--- src/sv/cstlb_pkg.sv ---
`timescale 1ns / 1ps
`default_nettype none
// ----------------------------------------------------------------------------
// cstlb_pkg
// shared types, codes and widths of the processor state table with
// least-busy selection
// ----------------------------------------------------------------------------
package cstlb_pkg;

  localparam int MAX_PROCS_DEF  = 16;
  localparam int TICK_WIDTH_DEF = 32;

  localparam int ACTION_W    = 3;
  localparam int INDEX_W     = 4;
  localparam int STATE_W     = 3;
  localparam int CFG_W       = 5;
  localparam int OUT_TICKS_W = 32;
  localparam int TOTAL_W     = 5;
  localparam int LB_W        = 4;

  localparam logic [STATE_W-1:0] ST_OFFLINE  = 3'd0;
  localparam logic [STATE_W-1:0] ST_BOOT     = 3'd1;
  localparam logic [STATE_W-1:0] ST_STARTING = 3'd2;
  localparam logic [STATE_W-1:0] ST_ONLINE   = 3'd3;
  localparam logic [STATE_W-1:0] ST_HALTED   = 3'd4;

  localparam logic [ACTION_W-1:0] ACT_START  = 3'd0;
  localparam logic [ACTION_W-1:0] ACT_ONLINE = 3'd1;
  localparam logic [ACTION_W-1:0] ACT_HALT   = 3'd2;
  localparam logic [ACTION_W-1:0] ACT_TICK   = 3'd3;
  localparam logic [ACTION_W-1:0] ACT_QUERY  = 3'd4;

  typedef struct packed {
    logic [ACTION_W-1:0] action;
    logic [INDEX_W-1:0]  cpu_index;
  } item_t;

  typedef struct packed {
    logic                   status;
    logic [STATE_W-1:0]     cpu_state;
    logic [OUT_TICKS_W-1:0] cpu_ticks;
    logic [TOTAL_W-1:0]     online_total;
    logic [LB_W-1:0]        least_busy;
    logic                   none_online;
  } result_t;

  // action broadcast to every cell
  typedef struct packed {
    logic                go;
    logic [ACTION_W-1:0] action;
    logic [INDEX_W-1:0]  idx;
  } cmd_t;

  // control part of the scan item handed from cell to cell
  typedef struct packed {
    logic               valid;
    logic               found;
    logic [STATE_W-1:0] sel_state;
  } link_t;

endpackage
`default_nettype wire

--- src/sv/cpu_state_table_least_busy_select_core.sv ---
`timescale 1ns / 1ps
`default_nettype none
// ----------------------------------------------------------------------------
// cpu_state_table_least_busy_select_core
// processor state table with least-busy selection, one item at a time
// steps: apply the action, launch the scan, pass it down the cell row, then done
// a new item is taken only when idle, once the scan has passed one cell per cycle
//   down the registered cell row
// done is a one-cycle strobe; the receiver cannot stall
// reset: active_cpus = 1, processor 0 boot, others offline, all ticks zero
// ----------------------------------------------------------------------------
module cpu_state_table_least_busy_select_core #(
  parameter int MAX_PROCS  = cstlb_pkg::MAX_PROCS_DEF,
  parameter int TICK_WIDTH = cstlb_pkg::TICK_WIDTH_DEF
) (
  input  logic                        clk,
  input  logic                        rst,
  input  logic                        start,
  output logic                        busy,
  input  cstlb_pkg::item_t            request,
  output logic                        done,
  output cstlb_pkg::result_t          result,
  input  logic                        cfg_valid,
  output logic                        cfg_ready,
  input  logic [cstlb_pkg::CFG_W-1:0] cfg_data
);
  import cstlb_pkg::*;

  localparam int IDX_W = (MAX_PROCS > 1) ? $clog2(MAX_PROCS) : 1;
  localparam int CNT_W = $clog2(MAX_PROCS + 1);
  localparam logic [6:0] PROC_LIMIT = 7'(MAX_PROCS);

  localparam logic [1:0] S_IDLE   = 2'd0;
  localparam logic [1:0] S_APPLY  = 2'd1;
  localparam logic [1:0] S_LAUNCH = 2'd2;
  localparam logic [1:0] S_WAIT   = 2'd3;

  logic [1:0]          state;
  logic [1:0]          state_next;
  logic [CFG_W-1:0]    active_cpus;
  logic [ACTION_W-1:0] op_action;
  logic [INDEX_W-1:0]  op_idx;
  logic                op_in_range;
  logic                in_range;
  logic                cfg_ok;
  logic                table_init;
  logic                finish;
  cmd_t                cmd;

  link_t                 chain_ctl   [0:MAX_PROCS];
  logic [IDX_W-1:0]      chain_idx   [0:MAX_PROCS];
  logic [TICK_WIDTH-1:0] chain_best  [0:MAX_PROCS];
  logic [CNT_W-1:0]      chain_total [0:MAX_PROCS];
  logic [TICK_WIDTH-1:0] chain_sel   [0:MAX_PROCS];

  assign busy       = (state != S_IDLE);
  assign cfg_ready  = (state == S_IDLE);
  assign cfg_ok     = (cfg_data != '0) && ({2'b00, cfg_data} <= PROC_LIMIT);
  assign table_init = cfg_valid && cfg_ready && cfg_ok;
  assign in_range   = ({1'b0, request.cpu_index} < active_cpus)
                   && ({3'b000, request.cpu_index} < PROC_LIMIT);
  assign finish     = (state == S_WAIT) && chain_ctl[MAX_PROCS].valid;

  assign cmd.go     = (state == S_APPLY) && op_in_range;
  assign cmd.action = op_action;
  assign cmd.idx    = op_idx;

  // scan enters the row after the action has been applied
  assign chain_ctl[0].valid     = (state == S_LAUNCH);
  assign chain_ctl[0].found     = 1'b0;
  assign chain_ctl[0].sel_state = ST_OFFLINE;
  assign chain_idx[0]           = '0;
  assign chain_best[0]          = '0;
  assign chain_total[0]         = '0;
  assign chain_sel[0]           = '0;

  genvar g;
  generate
    for (g = 0; g < MAX_PROCS; g++) begin : g_cell
      cstlb_cell #(
        .CELL_IDX   (g),
        .MAX_PROCS  (MAX_PROCS),
        .TICK_WIDTH (TICK_WIDTH)
      ) u_cell (
        .clk           (clk),
        .rst           (rst),
        .init          (table_init),
        .active_cpus   (active_cpus),
        .cmd           (cmd),
        .in_ctl        (chain_ctl[g]),
        .in_idx        (chain_idx[g]),
        .in_best       (chain_best[g]),
        .in_total      (chain_total[g]),
        .in_sel_ticks  (chain_sel[g]),
        .out_ctl       (chain_ctl[g+1]),
        .out_idx       (chain_idx[g+1]),
        .out_best      (chain_best[g+1]),
        .out_total     (chain_total[g+1]),
        .out_sel_ticks (chain_sel[g+1])
      );
    end
  endgenerate

  always_comb begin
    state_next = state;
    case (state)
      S_IDLE: begin
        if (start) begin
          state_next = S_APPLY;
        end
      end
      S_APPLY:  state_next = S_LAUNCH;
      S_LAUNCH: state_next = S_WAIT;
      S_WAIT: begin
        if (chain_ctl[MAX_PROCS].valid) begin
          state_next = S_IDLE;
        end
      end
      default: state_next = S_IDLE;
    endcase
  end

  always_ff @(posedge clk) begin
    if (rst) begin
      state       <= S_IDLE;
      done        <= 1'b0;
      active_cpus <= CFG_W'(1);
    end else begin
      state <= state_next;
      done  <= finish;
      if (table_init) begin
        active_cpus <= cfg_data;
      end
    end
  end

  always_ff @(posedge clk) begin
    if (start && !busy) begin
      op_action   <= request.action;
      op_idx      <= request.cpu_index;
      op_in_range <= in_range;
    end
    if (finish) begin
      result.status       <= !op_in_range;
      result.cpu_state    <= op_in_range ? chain_ctl[MAX_PROCS].sel_state : ST_OFFLINE;
      result.cpu_ticks    <= op_in_range ? OUT_TICKS_W'(chain_sel[MAX_PROCS]) : '0;
      result.online_total <= TOTAL_W'(chain_total[MAX_PROCS]);
      result.least_busy   <= chain_ctl[MAX_PROCS].found ? LB_W'(chain_idx[MAX_PROCS]) : '0;
      result.none_online  <= !chain_ctl[MAX_PROCS].found;
    end
  end

  a_tail_in_wait: assert property (@(posedge clk) disable iff (rst)
    chain_ctl[MAX_PROCS].valid |-> (state == S_WAIT))
    else $error("scan left the row outside the wait state");

  a_done_single: assert property (@(posedge clk) disable iff (rst)
    done |=> !done)
    else $error("done held longer than one cycle");

  a_active_legal: assert property (@(posedge clk) disable iff (rst)
    (active_cpus != '0) && ({2'b00, active_cpus} <= PROC_LIMIT))
    else $error("active_cpus outside legal range");

  a_cfg_taken: assert property (@(posedge clk) disable iff (rst)
    table_init |=> (active_cpus == $past(cfg_data)))
    else $error("valid register write not taken");

  a_none_total: assert property (@(posedge clk) disable iff (rst)
    done |-> (result.none_online == (result.online_total == '0)))
    else $error("none_online disagrees with online_total");

  a_reject_zero: assert property (@(posedge clk) disable iff (rst)
    (done && result.status) |-> ((result.cpu_state == ST_OFFLINE) && (result.cpu_ticks == '0)))
    else $error("rejected item reports processor fields");

endmodule
`default_nettype wire

--- src/sv/cstlb_cell.sv ---
`timescale 1ns / 1ps
`default_nettype none
// ----------------------------------------------------------------------------
// cstlb_cell
// one processor entry: lifecycle state and saturating tick count, plus one
// registered step of the least-busy scan
// ----------------------------------------------------------------------------
module cstlb_cell #(
  parameter int CELL_IDX   = 0,
  parameter int MAX_PROCS  = cstlb_pkg::MAX_PROCS_DEF,
  parameter int TICK_WIDTH = cstlb_pkg::TICK_WIDTH_DEF
) (
  input  logic                                      clk,
  input  logic                                      rst,
  input  logic                                      init,
  input  logic [cstlb_pkg::CFG_W-1:0]               active_cpus,
  input  cstlb_pkg::cmd_t                           cmd,
  input  cstlb_pkg::link_t                          in_ctl,
  input  logic [((MAX_PROCS > 1) ? $clog2(MAX_PROCS) : 1)-1:0] in_idx,
  input  logic [TICK_WIDTH-1:0]                     in_best,
  input  logic [$clog2(MAX_PROCS + 1)-1:0]          in_total,
  input  logic [TICK_WIDTH-1:0]                     in_sel_ticks,
  output cstlb_pkg::link_t                          out_ctl,
  output logic [((MAX_PROCS > 1) ? $clog2(MAX_PROCS) : 1)-1:0] out_idx,
  output logic [TICK_WIDTH-1:0]                     out_best,
  output logic [$clog2(MAX_PROCS + 1)-1:0]          out_total,
  output logic [TICK_WIDTH-1:0]                     out_sel_ticks
);
  import cstlb_pkg::*;

  localparam int IDX_W = (MAX_PROCS > 1) ? $clog2(MAX_PROCS) : 1;
  localparam int CNT_W = $clog2(MAX_PROCS + 1);
  localparam logic [6:0] CELL_ID = 7'(CELL_IDX);
  localparam logic [STATE_W-1:0] ST_RESET = (CELL_IDX == 0) ? ST_BOOT : ST_OFFLINE;

  logic [STATE_W-1:0]    proc_state;
  logic [TICK_WIDTH-1:0] ticks;
  logic                  hit;
  logic                  active;
  logic                  avail;
  logic                  better;

  assign hit    = ({3'b000, cmd.idx} == CELL_ID);
  assign active = (CELL_ID < {2'b00, active_cpus});
  assign avail  = active && ((proc_state == ST_BOOT) || (proc_state == ST_ONLINE));
  assign better = avail && (!in_ctl.found || (ticks < in_best));

  always_ff @(posedge clk) begin
    if (rst || init) begin
      proc_state <= ST_RESET;
      ticks      <= '0;
    end else if (cmd.go && hit) begin
      case (cmd.action)
        ACT_START:  proc_state <= ST_STARTING;
        ACT_ONLINE: proc_state <= ST_ONLINE;
        ACT_HALT:   proc_state <= ST_HALTED;
        ACT_TICK: begin
          if (ticks != {TICK_WIDTH{1'b1}}) begin
            ticks <= ticks + TICK_WIDTH'(1);
          end
        end
        default: ;
      endcase
    end
  end

  always_ff @(posedge clk) begin
    if (rst) begin
      out_ctl.valid <= 1'b0;
    end else begin
      out_ctl.valid <= in_ctl.valid;
    end
    out_ctl.found <= in_ctl.found || avail;
    out_idx       <= better ? IDX_W'(CELL_IDX) : in_idx;
    out_best      <= better ? ticks : in_best;
    out_total     <= in_total + CNT_W'(avail);
    if (hit) begin
      out_ctl.sel_state <= proc_state;
      out_sel_ticks     <= ticks;
    end else begin
      out_ctl.sel_state <= in_ctl.sel_state;
      out_sel_ticks     <= in_sel_ticks;
    end
  end

endmodule
`default_nettype wire
--- config.mk ---
export PLATFORM = sky130hd
export DESIGN_NAME = cpu_state_table_least_busy_select_core
export DESIGN_NICKNAME = d
export VERILOG_FILES = /design/src/sv/cstlb_pkg.sv /design/src/sv/cpu_state_table_least_busy_select_core.sv /design/src/sv/cstlb_cell.sv
export SDC_FILE = /design/constraint.sdc
export NUM_CORES = 2
export LEC_CHECK = 0
export BUFFER_PORTS_ARGS = -buffer_cell sky130_fd_sc_hd__buf_4
export CORE_MARGIN = 3
export CORE_UTILIZATION = 59
export CTS_CLUSTER_SIZE = 12
export DETAILED_ROUTE_END_ITERATION = 7
export PLACE_DENSITY = 0.74
export SLEW_MARGIN = 20
export SYNTH_ARGS = -nofsm -noshare
export SYNTH_HDL_FRONTEND = slang
export SYNTH_SLANG_ARGS = --single-unit
--- constraint.sdc ---
create_clock -name clk -period 3 [get_ports clk]
set_input_delay 0.6 -clock clk [delete_from_list [all_inputs] [get_ports clk]]
set_output_delay 0.6 -clock clk [all_outputs]
set_load 0.05 [all_outputs]
After elaboration in Yosys (flattened, before gate mapping)
Index checks and enable logic that the tools add are counted.
{"block": "classes", "n_addsub": 31, "n_mux": 48, "order_cmp": 33, "reduce_logical": 157, "eq_ne": 71}
{"operator": "two-way mux 32 bit", "n": 29}
{"operator": "adder 32 x 1 -> 32 bit, second input constant", "n": 16}
{"operator": "!= test 32 bit, second input constant", "n": 16}
{"operator": "less-than comparator 32 bit", "n": 15}
{"operator": "adder 5 x 1 -> 5 bit", "n": 14}
{"operator": "equality test 3 x 2 -> 1 bit, second input constant", "n": 18}
{"operator": "logical AND 1 bit", "n": 53}
{"operator": "equality test 3 x 1 -> 1 bit, second input constant", "n": 17}
{"operator": "AND reduction 3 bit", "n": 16}
{"operator": "logical OR 1 bit", "n": 47}
{"operator": "two-way mux 3 bit", "n": 15}
{"operator": "less-than comparator 4 x 5 -> 1 bit, first input constant", "n": 8}
{"operator": "AND reduction 2 bit", "n": 17}
{"operator": "equality test 4 bit, second input constant", "n": 8}
{"operator": "less-than comparator 3 x 5 -> 1 bit, first input constant", "n": 4}
{"operator": "zero test 1 bit", "n": 18}
{"operator": "equality test 4 x 3 -> 1 bit, second input constant", "n": 4}
{"operator": "less-than comparator 1 x 5 -> 1 bit, first input constant", "n": 2}
{"operator": "less-than comparator 2 x 5 -> 1 bit, first input constant", "n": 2}
{"operator": "one-hot mux 3 bit (3 select lines)", "n": 1}
{"operator": "equality test 4 x 2 -> 1 bit, second input constant", "n": 2}
{"operator": "one-hot mux 2 bit (4 select lines)", "n": 1}
{"operator": "<= comparator 5 bit, second input constant", "n": 1}
{"operator": "less-than comparator 4 x 5 -> 1 bit", "n": 1}
{"operator": "13 further kinds", "n": 15}
{"block": "totals", "input_bits": 16, "ff_bits": 1818}

Longest topological paths before layout
{"block": "depth", "ltp_word": 5, "ltp_mapped": 10, "mapped_depth_nobuf": 8}

Hierarchy
A second synthesis with hierarchy kept.
{"block": "hier_totals", "cells_unflattened": 11111, "area_unflattened_um2": 99500.4}
{"module": "cstlb_cell (g_cell[9].u_cell)", "n_inst": 1, "cells_each": 684, "seq_area_each_um2": 2262.2, "area_per_inst_um2": 6227.2}
{"module": "cstlb_cell (g_cell[5].u_cell)", "n_inst": 1, "cells_each": 685, "seq_area_each_um2": 2262.2, "area_per_inst_um2": 6155.9}
{"module": "cstlb_cell (g_cell[10].u_cell)", "n_inst": 1, "cells_each": 685, "seq_area_each_um2": 2262.2, "area_per_inst_um2": 6129.6}
{"module": "cstlb_cell (g_cell[4].u_cell)", "n_inst": 1, "cells_each": 686, "seq_area_each_um2": 2262.2, "area_per_inst_um2": 6127.1}
{"module": "cstlb_cell (g_cell[12].u_cell)", "n_inst": 1, "cells_each": 689, "seq_area_each_um2": 2262.2, "area_per_inst_um2": 6108.4}
{"module": "cstlb_cell (g_cell[3].u_cell)", "n_inst": 1, "cells_each": 694, "seq_area_each_um2": 2262.2, "area_per_inst_um2": 6097.1}
{"module": "cstlb_cell (g_cell[7].u_cell)", "n_inst": 1, "cells_each": 692, "seq_area_each_um2": 2262.2, "area_per_inst_um2": 6084.6}
{"module": "cstlb_cell (g_cell[1].u_cell)", "n_inst": 1, "cells_each": 689, "seq_area_each_um2": 2262.2, "area_per_inst_um2": 6072.1}
{"module": "cstlb_cell (g_cell[8].u_cell)", "n_inst": 1, "cells_each": 666, "seq_area_each_um2": 2262.2, "area_per_inst_um2": 6064.6}
{"module": "cstlb_cell (g_cell[13].u_cell)", "n_inst": 1, "cells_each": 693, "seq_area_each_um2": 2262.2, "area_per_inst_um2": 6059.6}
{"module": "cstlb_cell (g_cell[0].u_cell)", "n_inst": 1, "cells_each": 691, "seq_area_each_um2": 2262.2, "area_per_inst_um2": 6040.8}
{"module": "cstlb_cell (g_cell[15].u_cell)", "n_inst": 1, "cells_each": 681, "seq_area_each_um2": 2262.2, "area_per_inst_um2": 6009.5}
{"module": "cstlb_cell (g_cell[14].u_cell)", "n_inst": 1, "cells_each": 686, "seq_area_each_um2": 2262.2, "area_per_inst_um2": 6007.0}
{"module": "cstlb_cell (g_cell[2].u_cell)", "n_inst": 1, "cells_each": 681, "seq_area_each_um2": 2262.2, "area_per_inst_um2": 5983.2}
{"module": "+3 rows"}

Worst setup path after synthesis
No wires, ideal clock.
{"block": "synth_path", "path_type": "input port to flip-flop", "from": "in cfg_data[0] in the netlist's numbering", "to": "reg g_cell[0].u_cell.ticks[0]", "slack_ps": 336, "arrival_time_ps": 2536, "cell_stages": 9, "t_required_ps": 2872, "path_cell_list": "nor4_1 > xnor2_1 > nand3_1 > nand2b_1 > clkbuf_1 > buf_2 > clkbuf_1 > clkbuf_1 > nor2_1"}
{"block": "synth_via", "elab_chain_len": 4, "word_cells_on_any_way": 5, "cone_classes": "1 x order compare; 4 x reduce/logical"}
{"element": "from (decl)", "line": "cpu_state_table_least_busy_select_core.sv:25", "text": "input logic [cstlb_pkg::CFG_W-1:0] cfg_data"}
{"element": "<= comparator 5 bit / nonzero test 5 bit (equally long branches)", "line": "cpu_state_table_least_busy_select_core.sv:58", "text": "assign cfg_ok = (cfg_data != '0) && ({2'b00, cfg_data} <= PROC_LIMIT);"}
{"element": "logical AND 1 bit *", "line": "cpu_state_table_least_busy_select_core.sv:58"}
{"element": "logical AND 1 bit *", "line": "cpu_state_table_least_busy_select_core.sv:59", "text": "assign table_init = cfg_valid && cfg_ready && cfg_ok;"}
{"element": "logical OR 1 bit *", "line": "cstlb_cell.sv:49", "text": "if (rst || init) begin"}
{"element": "to (signal assigned)", "line": "cstlb_cell.sv:59", "text": "ticks <= ticks + TICK_WIDTH'(1);"}
{"element": "to (decl)", "line": "cstlb_cell.sv:37", "text": "logic [TICK_WIDTH-1:0] ticks;"}
Mark *: on every way between the ends. The rest lies on a longest branch, timed or not.
A chain may end at the register's enable or synchronous reset.

Worst setup path after layout
{"block": "layout_path", "from": "reg op_idx[2]", "to": "reg g_cell[14].u_cell.ticks[29]"}
{"block": "layout_via", "elab_chain_len": 3}
{"element": "from (decl)", "line": "cpu_state_table_least_busy_select_core.sv:42", "text": "logic [INDEX_W-1:0] op_idx;"}
{"element": "from (signal assigned)", "line": "cpu_state_table_least_busy_select_core.sv:140", "text": "op_idx <= request.cpu_index;"}
{"element": "equality test 4 bit", "line": "cstlb_cell.sv:43", "text": "assign hit = ({3'b000, cmd.idx} == CELL_ID);"}
{"element": "logical AND 1 bit", "line": "cstlb_cell.sv:52", "text": "end else if (cmd.go && hit) begin"}
{"element": "AND reduction 3 bit (no source line)"}
{"element": "to (signal assigned)", "line": "cstlb_cell.sv:59"}
{"element": "to (decl)", "line": "cstlb_cell.sv:37"}
No other way between the ends.

==> metrics.md <==
| Metric | Value |
|---|---|
| Final GP Congestion | `0.939` |
| Routed vias | `57200` |
| Root Buffer Master | `clkbuf_16` |
| Grt ovf | `0` |
| Cts bufs inserted | `183` |
| Final setup viols | `0` |
| Final Net Count | `8504` |
| All-layer global routing usage | `29.5%` |
| WL per Instance | `20.8 um` |
| First-pass GRT wire length | `319 mm` |
| CTS tree | `done` |
| Row count | `132` |
| Synth cell count leaders | `dfxtp_1, mux2_2, nor2_1, inv_1, nand2_1` |
| Antenna-violating nets left | `0` |
| Worst Path Required | `3720 ps` |
| Initial antenna violation count | `2` |
| DR pass1 iterations | `6` |
| Post-synth top flop | `dfxtp_1` |
| Largest fanout on the critical path | `9` |
| Core ar. | `0.130 sq mm` |
| Post-Syn Area per Cell | `10.1 sq um` |
| Post-synth top area share | `45.1%` |
| Slew @ Worst Pin | `845 ps` |
| # DRC | `0` |
| Die Ht | `370 um` |
| CTS H-Tree Depth | `4` |
| Final Hold Vio Count | `0` |
| DPL Wire Length | `152 mm` |
| Number of synthesized flops with an enable pin | `54` |
| Max Cap Violations | `0` |
| Ant. Diodes | `0` |
| Asr flop ratio synth | `0%` |
| IO Pins | `65` |
| Rel. slew slack | `43.2%` |
| Setup TNS | `0 ps` |
| Min-delay worst type | `primary input to flop` |
| Yosys warnings | `0` |
| Final min period | `2880 ps` |
| Number of vias per cell | `5.82` |
| Port Buf Inserts | `64` |
| Die extent in x | `370 um` |
| LEAKAGE | `35.2 nW` |
| Worst Path Arrival | `3610 ps` |
| Syn Std Cell Area | `0.0780 sq mm` |
| Pwr/cell area | `554 mW/mm^2` |
| Max VDD drop | `576 uV` |
| RSZ-0062 raised after global routing | `no` |
| Initial DRC Count | `4746` |
| Post-Place Cells | `9515` |
| CTS Buffer Depth | `3` |
| Status | `finished clean` |
| Share of cells above drive strength 1 | `19.0%` |
| Fmax | `347 MHz` |
| Die area | `0.137 sq mm` |
| Total chip power | `48.7 mW` |
| Clock-pin transition on the worst setup and hold timing paths | `60 ps` |
| Non-filler cells, final | `9830` |
| Synth area leader | `dfxtp_1` |
| Starting Density | `59.8%` |
| Worst-Skew Late Latency | `810 ps` |
| Synth cell types | `90` |
| Synthesis-to-finish area growth | `12.6%` |
| Worst Setup Path Type | `flop to flop` |
| Clk_skew | `26.1 ps` |
| Clock sinks | `1812` |
| Worst setup EP type | `flop` |
| Synth Instances | `7699` |
| Max-slew violations | `0` |
| Net Count, Synth | `8233` |
| Seq/Total Area, Yosys | `47.2%` |
| Most common cell in the synthesized netlist | `dfxtp_1` |
| Routed wire length | `204 mm` |
| Top cells by area, synth | `dfxtp_1, mux2_2, ha_1` |
| Crit share post-route | `96.1%` |
| Vias in the first global route | `56800` |
| Startpoint Class | `flop` |
| Seq cells post-synth | `1812` |
| Pin count of the biggest net entering global routing | `66` |
[per-stage QoR]
stage	hold slack (ps)	setup slack (ps)	cell area (sq um)	utilization, %
2_1_floorplan	386	336	78000	-
3_3_place_gp	386	40.1	82100	62.9
3_5_place_dp	391	21.0	82100	62.9
4_1_cts	0.674	13.3	87800	67.3
5_1_grt	12.2	15.5	87800	67.3
6_report	55.4	117	87800	67.3
[layout make-up]
| class | instances | area, sq um |
|---|---|---|
| clock buffers | 265 | 5210 |
| clock inverters | 38 | 409 |
| fillers | 10000 | 42600 |
| inverters | 561 | 2110 |
| multi-input cells | 5055 | 38100 |
| flip-flops and latches | 1812 | 36800 |
| well taps | 1742 | 2180 |
| repair buffers | 357 | 3010 |
[state kept, by name (all words and copies together), names as in the netlist]
name,count
active_cpus,5
g_cell.u_cell.out_best,480
g_cell.u_cell.out_ctl,79
op_action,3
g_cell.u_cell.out_sel_ticks,512
g_cell.u_cell.ticks,512
op_in_range,1
done,1
g_cell.u_cell.proc_state,48
state,2
g_cell.u_cell.out_total,70
g_cell.u_cell.out_idx,49
result,46
op_idx,4
[routing by layer]
layer  track usage, %  vias to the layer above  share of wire [%]
li1                 -                    27300                  -
met4             12.4                        2                4.3
met3             4.25                      460                5.9
met2             50.3                     1832                 48
met5                0                        -             0.0059
met1             37.5                    27600                 42
[worst max-delay path: stages, from the launching register on]
cell      delay, ps
edfxtp_1        560
buf_4           280
nand4b_1        350
nor4_1          500
buf_4           220
nand4_1         310
or3_1           420
a21oi_1         160
[final timing paths]
check        cells past startpoint                     endpoint                            from  slack (ps)
min reg2reg                      0                    result[8]  g_cell[15].u_cell.out_total[3]         400
max                              7  g_cell[14].u_cell.ticks[29]                       op_idx[2]         120
min                              1                    op_idx[2]                      request[2]          60
max reg2reg                      7  g_cell[14].u_cell.ticks[29]                       op_idx[2]         120
[power breakdown]
part	total, mW	leakage, nW	internal [mW]	switching, mW
Clock	21.7	2.76	12.3	9.41
Sequential	24.4	14.6	24.3	0.126
Combinational	2.56	17.8	0.795	1.77
Total	48.7	35.2	37.4	11.3
[layout by cell type, fill, tap and decap left out, types with 24 or more instances in the layout]
master     netlist  routed
clkbuf_8         0      28
xnor2_1        214     214
or4_1           34      34
clkbuf_16        0     185
nor2_1         579     578
dfxtp_1       1758    1758
and3_1         110     110
o211ai_1        24      24
edfxtp_1        54      54
a211oi_1        43      43
a21oi_1        277     276
buf_12           0      25
nand2_1        536     536
and4_1          68      68
a21o_1          39      39
ha_1           518     518
nor3_1         141     141
mux2_2         802     802
mux2i_1         71      71
inv_1          561     561
nor4_1          66      63
or3_1           65      65
mux2_1          25      25
xor2_1         220     220
nand2b_1        36      35
nand3_1        265     265
nand4_1        253     253
clkbuf_1       163      52
or2_2           42      42
o21ai_0        155     155
buf_4           12     327
and2_1         140     139
nor2b_1         39      39
[timing repair]
item | 4_1_cts | 5_1_grt
setup endpoints to repair | 0 | 27
setup buffers | 0 | 7
resized for setup | 0 | 1
hold endpoints to repair | 5 | 0
hold buffers | 5 | 0
[kinds of logic (layout without fill, tap and decap cells)]
group	Yosys count	count (layout)	share of synthesized area, %
muxes	918	918	13.2
xor gates and xnor gates	434	434	4.87
DFF	1812	1812	47.2
adders and majority gates	518	518	8.31
AOI/OAI and AO/OA	712	712	5.88
and+or+nand+nor	2473	2473	16.3
buffers and inverters	832	1221	4.23
(Power assumes the default switching activity.)
